<file path="src/ptc_pkg.sv">
// shared types and constants of the pressure and temperature compensation core
// no dependencies

package ptc_pkg;

  localparam int unsigned RawW   = 20;
  localparam int unsigned TempW  = 15;
  localparam int unsigned PressW = 32;
  localparam int unsigned CfgW   = 64;

  localparam logic [1:0] CFG_TEMP       = 2'd0;
  localparam logic [1:0] CFG_PRESS_LOW  = 2'd1;
  localparam logic [1:0] CFG_PRESS_HIGH = 2'd2;
  localparam logic [1:0] CFG_PRESS_LAST = 2'd3;

  localparam logic signed [TempW-1:0] TEMP_MIN = -15'sd4000;
  localparam logic signed [TempW-1:0] TEMP_MAX = 15'sd8500;

  typedef struct packed {
    logic [15:0] t1;
    logic [15:0] t2;
    logic [15:0] t3;
    logic [15:0] p1;
    logic [15:0] p2;
    logic [15:0] p3;
    logic [15:0] p4;
    logic [15:0] p5;
    logic [15:0] p6;
    logic [15:0] p7;
    logic [15:0] p8;
    logic [15:0] p9;
  } coef_t;

  // request handed from the temperature side to the pressure side
  typedef struct packed {
    logic [RawW-1:0]         adcp;
    logic signed [31:0]      tfine;
    logic signed [TempW-1:0] temp;
  } item_t;

  typedef struct packed {
    logic                    vld;
    logic                    inv;
    logic [RawW-1:0]         adcp;
    logic signed [TempW-1:0] temp;
  } side_t;

  function automatic logic [63:0] sx16(input logic [15:0] v);
    return {{48{v[15]}}, v};
  endfunction

endpackage

</file>
<file path="src/ptc_front.sv">
// front end: takes raw readings, computes t_fine and the saturated temperature
// five stages that stall together when the queue is full; uses ptc_pkg

module ptc_front (
  input  logic                       clk_i,
  input  logic                       rst_ni,
  input  logic                       s_valid_i,
  output logic                       s_ready_o,
  input  logic [ptc_pkg::RawW-1:0]   adcp_i,
  input  logic [ptc_pkg::RawW-1:0]   adct_i,
  input  ptc_pkg::coef_t             coef_i,
  output logic                       valid_o,
  input  logic                       ready_i,
  output ptc_pkg::item_t             item_o
);

  logic [5:1] vld_q;
  logic       en;

  logic [ptc_pkg::RawW-1:0] adcp_q [1:5];

  logic signed [17:0] x1_d, x1_q;
  logic signed [17:0] dt_d, dt_q;
  logic signed [33:0] pa_q;
  logic signed [35:0] dd_q;
  logic signed [22:0] at_q;
  logic signed [39:0] bb_q;
  logic signed [31:0] tf_d, tf_q4, tf_q5;
  logic signed [35:0] tf36, m5;
  logic signed [27:0] tt;
  logic signed [ptc_pkg::TempW-1:0] temp_d, temp_q;

  function automatic logic signed [27:0] TEMP_MIN_EXT();
    return {{13{ptc_pkg::TEMP_MIN[14]}}, ptc_pkg::TEMP_MIN};
  endfunction

  function automatic logic signed [27:0] TEMP_MAX_EXT();
    return {{13{ptc_pkg::TEMP_MAX[14]}}, ptc_pkg::TEMP_MAX};
  endfunction

  assign en        = !(vld_q[5] && !ready_i);
  assign s_ready_o = en;

  assign x1_d = $signed({1'b0, adct_i[19:3]}) - $signed({1'b0, coef_i.t1, 1'b0});
  assign dt_d = $signed({2'b0, adct_i[19:4]}) - $signed({2'b0, coef_i.t1});

  assign tf_d = $signed({{9{at_q[22]}}, at_q}) + $signed({{6{bb_q[39]}}, bb_q[39:14]});

  assign tf36 = $signed({{4{tf_q4[31]}}, tf_q4});
  assign m5   = (tf36 <<< 2) + tf36 + 36'sd128;
  assign tt   = m5[35:8];

  always_comb begin
    if (tt < 28'(TEMP_MIN_EXT())) begin
      temp_d = ptc_pkg::TEMP_MIN;
    end else if (tt > 28'(TEMP_MAX_EXT())) begin
      temp_d = ptc_pkg::TEMP_MAX;
    end else begin
      temp_d = tt[ptc_pkg::TempW-1:0];
    end
  end

  always_ff @(posedge clk_i or negedge rst_ni) begin
    if (!rst_ni) begin
      vld_q <= '0;
    end else if (en) begin
      vld_q <= {vld_q[4:1], s_valid_i};
    end
  end

  always_ff @(posedge clk_i) begin
    if (en) begin
      adcp_q[1] <= adcp_i;
      for (int i = 2; i <= 5; i++) begin
        adcp_q[i] <= adcp_q[i-1];
      end
      x1_q   <= x1_d;
      dt_q   <= dt_d;
      pa_q   <= x1_q * $signed(coef_i.t2);
      dd_q   <= dt_q * dt_q;
      at_q   <= pa_q[33:11];
      bb_q   <= $signed(dd_q[35:12]) * $signed(coef_i.t3);
      tf_q4  <= tf_d;
      tf_q5  <= tf_q4;
      temp_q <= temp_d;
    end
  end

  assign valid_o     = vld_q[5];
  assign item_o.adcp  = adcp_q[5];
  assign item_o.tfine = tf_q5;
  assign item_o.temp  = temp_q;

endmodule

</file>
<file path="config.mk">
export PLATFORM = sky130hd
export DESIGN_NAME = ptc_front
export DESIGN_NICKNAME = d
export VERILOG_FILES = /design/src/ptc_pkg.sv /design/src/ptc_front.sv
export SDC_FILE = /design/constraint.sdc
export NUM_CORES = 2
export LEC_CHECK = 0
export BUFFER_PORTS_ARGS = -buffer_cell sky130_fd_sc_hd__buf_2
export CAP_MARGIN = 0
export CORE_UTILIZATION = 30
export CTS_CLUSTER_DIAMETER = 100
export DETAILED_ROUTE_END_ITERATION = 7
export PLACE_DENSITY = 0.44
export SLEW_MARGIN = 5
export SYNTH_ARGS = -nofsm -noshare
export SYNTH_HDL_FRONTEND = slang
export SYNTH_SLANG_ARGS = --single-unit
</file>
<file path="constraint.sdc">
create_clock -name clk_i -period 10.45 [get_ports clk_i]
set_clock_uncertainty 0.2 [all_clocks]
set_input_delay 0.5225 -clock clk_i [delete_from_list [all_inputs] [get_ports clk_i]]
set_output_delay 0.5225 -clock clk_i [all_outputs]
set_load 0.03 [all_outputs]
</file>
==> impl_metrics.tcl <==
set metrics [dict create \
    setup_viol 0 \
    rsz0062_at_grt "false" \
    dp_hpwl_um 85700 \
    drt_first_pass_iters 7 \
    cp-endpoint "bb_q[39]" \
    ys.warnings.count 0 \
    io_pins 305 \
    fp.dieW_um 389 \
    outcome "finished clean" \
    gp_congestion 0.790 \
    grt_max_degree 69 \
    slew_violations 0 \
    cp-start-kind "flop" \
    yosysMostFrequentCell "inv_1" \
    fmax_mhz 126 \
    first_iter_violations 1189 \
    rr_startpoint "dd_q[34]" \
    yosys-top-cells-count "inv_1 (1099), fa_1 (916), nand2_1 (498)" \
    netlist_area_mm2 0.0449 \
    setup_tns_ns 0 \
    cts-root-buf "clkbuf_16" \
    synth_top_family_by_area "adder cells" \
    rr_worst_depth 19 \
    synth_flop_cell "edfxtp_1" \
    wl_per_cell_um 16.7 \
    path_max_fanout 16 \
    cpPeakStageDelay_ns 0.91 \
    synth_seq_area_share 0.191 \
    synthXorXnorAreaFrac 0.0281 \
    start_util 0.303 \
    path_clk_slew_ns 0.06 \
    fillers 15400 \
    cts_sinks 286 \
    syn_to_final_growth_pct 9.37 \
    grt_pass1_vias 31100 \
    dieArea_mm2 0.151 \
    r2r_slack_ns 2.52 \
    maxCapViolCount 0 \
    synthMuxAreaShare 0.00170 \
    clock_latency_ns 0.62 \
    synth_edf_count 281 \
    numCtsBuffers 37 \
    end_kind "flop" \
    synth-adder-area-share 0.507 \
    crit_path_frequent_cell "fa_1" \
    synth_nets 5885 \
    core_mm2 0.148 \
    drcViolationCount 0 \
    fin_crit_ns 7.93 \
    worstReg2RegEnd "bb_q[39]" \
    ys_ff_latch 286 \
    yosys.area.top_type "fa_1" \
    period_share 0.759 \
    tightest_slew_ns 1.10 \
    clockBufferDepth 3 \
    vias 28200 \
    finalHoldViolations 0 \
    viasPerCell 4.39 \
    synth_compound_area_frac 0.0496 \
    cp_data_required_time_ns 10.59 \
    cts_tree "built" \
    antenna_found_initial 4 \
    fp.dieH_um 389 \
    ant_nets 0 \
    portBuffers 157 \
    async_reset_ff_frac 0.0175 \
    cpMaxStageDelayCell "edfxtp_1" \
    crit_start "dd_q[34]" \
    cp.arrival_ns 8.07 \
    netlist-cell-type-count 78 \
    nets 5972 \
    synth_area_leaders "fa_1 (41%), edfxtp_1 (19%), ha_1 (9.9%)" \
    syn_area_per_cell_um2 10.3 \
    drive_gt1_frac 0.0618 \
    finalWirelength_um 107000 \
    maxSlewHeadroom 0.270 \
    path_class "reg -> reg" \
    crit_path_cell_trace "nand2_1 > fa_1 > inv_1 > fa_1 > fa_1 > fa_1 > fa_1 > fa_1 > ha_1 > a21o_1 > a21o_1 > a21o_1 > a21o_1 > a211o_1 > a221o_1 > a31oi_1 > a21oi_1 > a21oi_1 > xnor2_1" \
    grt_overflow_total 0 \
    row_count 141 \
    htree_levels 2 \
    grtUsageTotal 0.147 \
    synth_top_area_frac 0.408 \
    grt_first_pass_wirelength_um 174000 \
    synth-simple-area-share 0.116 \
    synth_cells 4379 \
    hold_path_class "in -> async" \
]
==> stage by stage <==
| step | hold WS (ns) | instances | cell area [um2] | utilization | worst slack, ns |
|---|---|---|---|---|---|
| 3_3_place_gp | 0.146 | 6334 | 47700 | 0.322 | 2.51 |
| 3_5_place_dp | 0.147 | 6334 | 47700 | 0.322 | 2.49 |
| 4_1_cts | 0.00416 | 6425 | 49100 | 0.332 | 2.45 |
| 2_1_floorplan | 0.0269 | 4379 | 44900 | - | 0.377 |
| 5_1_grt | 0.0266 | 6425 | 49100 | 0.332 | 2.08 |
| 6_report | 0.0610 | 6428 | 49200 | 0.332 | 2.52 |
==> state kept, by name, indices dropped and copies added (netlist names) <==
register  flops
temp_q       15
x1_q         18
dd_q         22
pa_q         23
adcp_q      100
vld_q         5
tf_q5        27
at_q         23
bb_q         26
tf_q4        27
==> repair_timing <==
item	in CTS	in global routing
hold endpoints to repair	27	0
setup buffers	0	0
hold buffers	23	0
gates resized for setup	0	0
endpoints found under the setup margin	0	0
==> cell families (layout without fill, tap and decap cells) <==
logic type / after synthesis / count (layout)
fa+ha+maj: 1270 / 1270
buf+inv: 1264 / 1380
simple gates: 1080 / 1080
compound gates: 328 / 328
flops: 286 / 286
xor+xnor: 144 / 144
mux: 7 / 7
other cells: 0 / 3
==> area by class of cell <==
class,count,area (um2),area share
antenna,3,7.51,0.000153
clock buffer,45,956,0.0194
clock inverter,23,290,0.00591
inverter,1100,4130,0.0840
multi-input combinational,2829,31500,0.642
sequential,286,8560,0.174
tap,1930,2410,0.0491
timing repair buffer,212,1260,0.0256
==> per-layer routing <==
layer,global-route usage,vias to the layer above,routed length (um)
met2,0.247,358,50600
met3,0.0203,76,4030
met5,0,-,14
met4,0.0225,2,1160
met1,0.206,14500,51400
li1,-,13400,-
==> critical path: cells and delay by family, from the launching register on <==
| family | cells | cell delay [ns] |
|---|---|---|
| flip-flops | 1 | 0.91 |
| AND/OR/NAND/NOR | 1 | 0.26 |
| adder cells (fa/ha/maj) | 7 | 3.99 |
| buffers and inverters | 1 | 0.10 |
| XOR/XNOR | 1 | 0.08 |
| AO/OA/AOI/OAI | 9 | 2.07 |
==> placed cells by master (no fill, tap or decap), types with 5 or more instances in the layout <==
cell type / n
clkbuf_1: 8
nand4_1: 11
a21o_1: 41
a21boi_0: 7
nor3_1: 27
fa_1: 916
a211oi_1: 10
a211o_1: 7
and2_1: 308
xnor2_1: 108
mux2_2: 5
o21ai_0: 56
and3_1: 16
nand2_1: 498
o21bai_1: 12
o21a_1: 29
and4_1: 7
nor2_1: 123
dfrtp_1: 5
dlygate4sd3_1: 23
nor2b_1: 19
clkbuf_16: 37
o211ai_1: 6
ha_1: 354
a21oi_1: 88
a31oi_1: 14
inv_1: 1099
nand3_1: 22
edfxtp_1: 281
xor2_1: 36
nand2b_1: 27
buf_2: 157
buf_4: 32
==> worst min path at each step <==
stage,startpoint,endpoint
3_3_place_gp,rst_ni,vld_q[5]
4_1_cts,rst_ni,vld_q[4]
6_report,rst_ni,vld_q[5]
3_5_place_dp,rst_ni,vld_q[1]
2_1_floorplan,rst_ni,vld_q[1]
5_1_grt,rst_ni,vld_q[4]
Power is not shown: default switching activity piles up to over one toggle a cycle in this logic, so the estimate is an artifact.
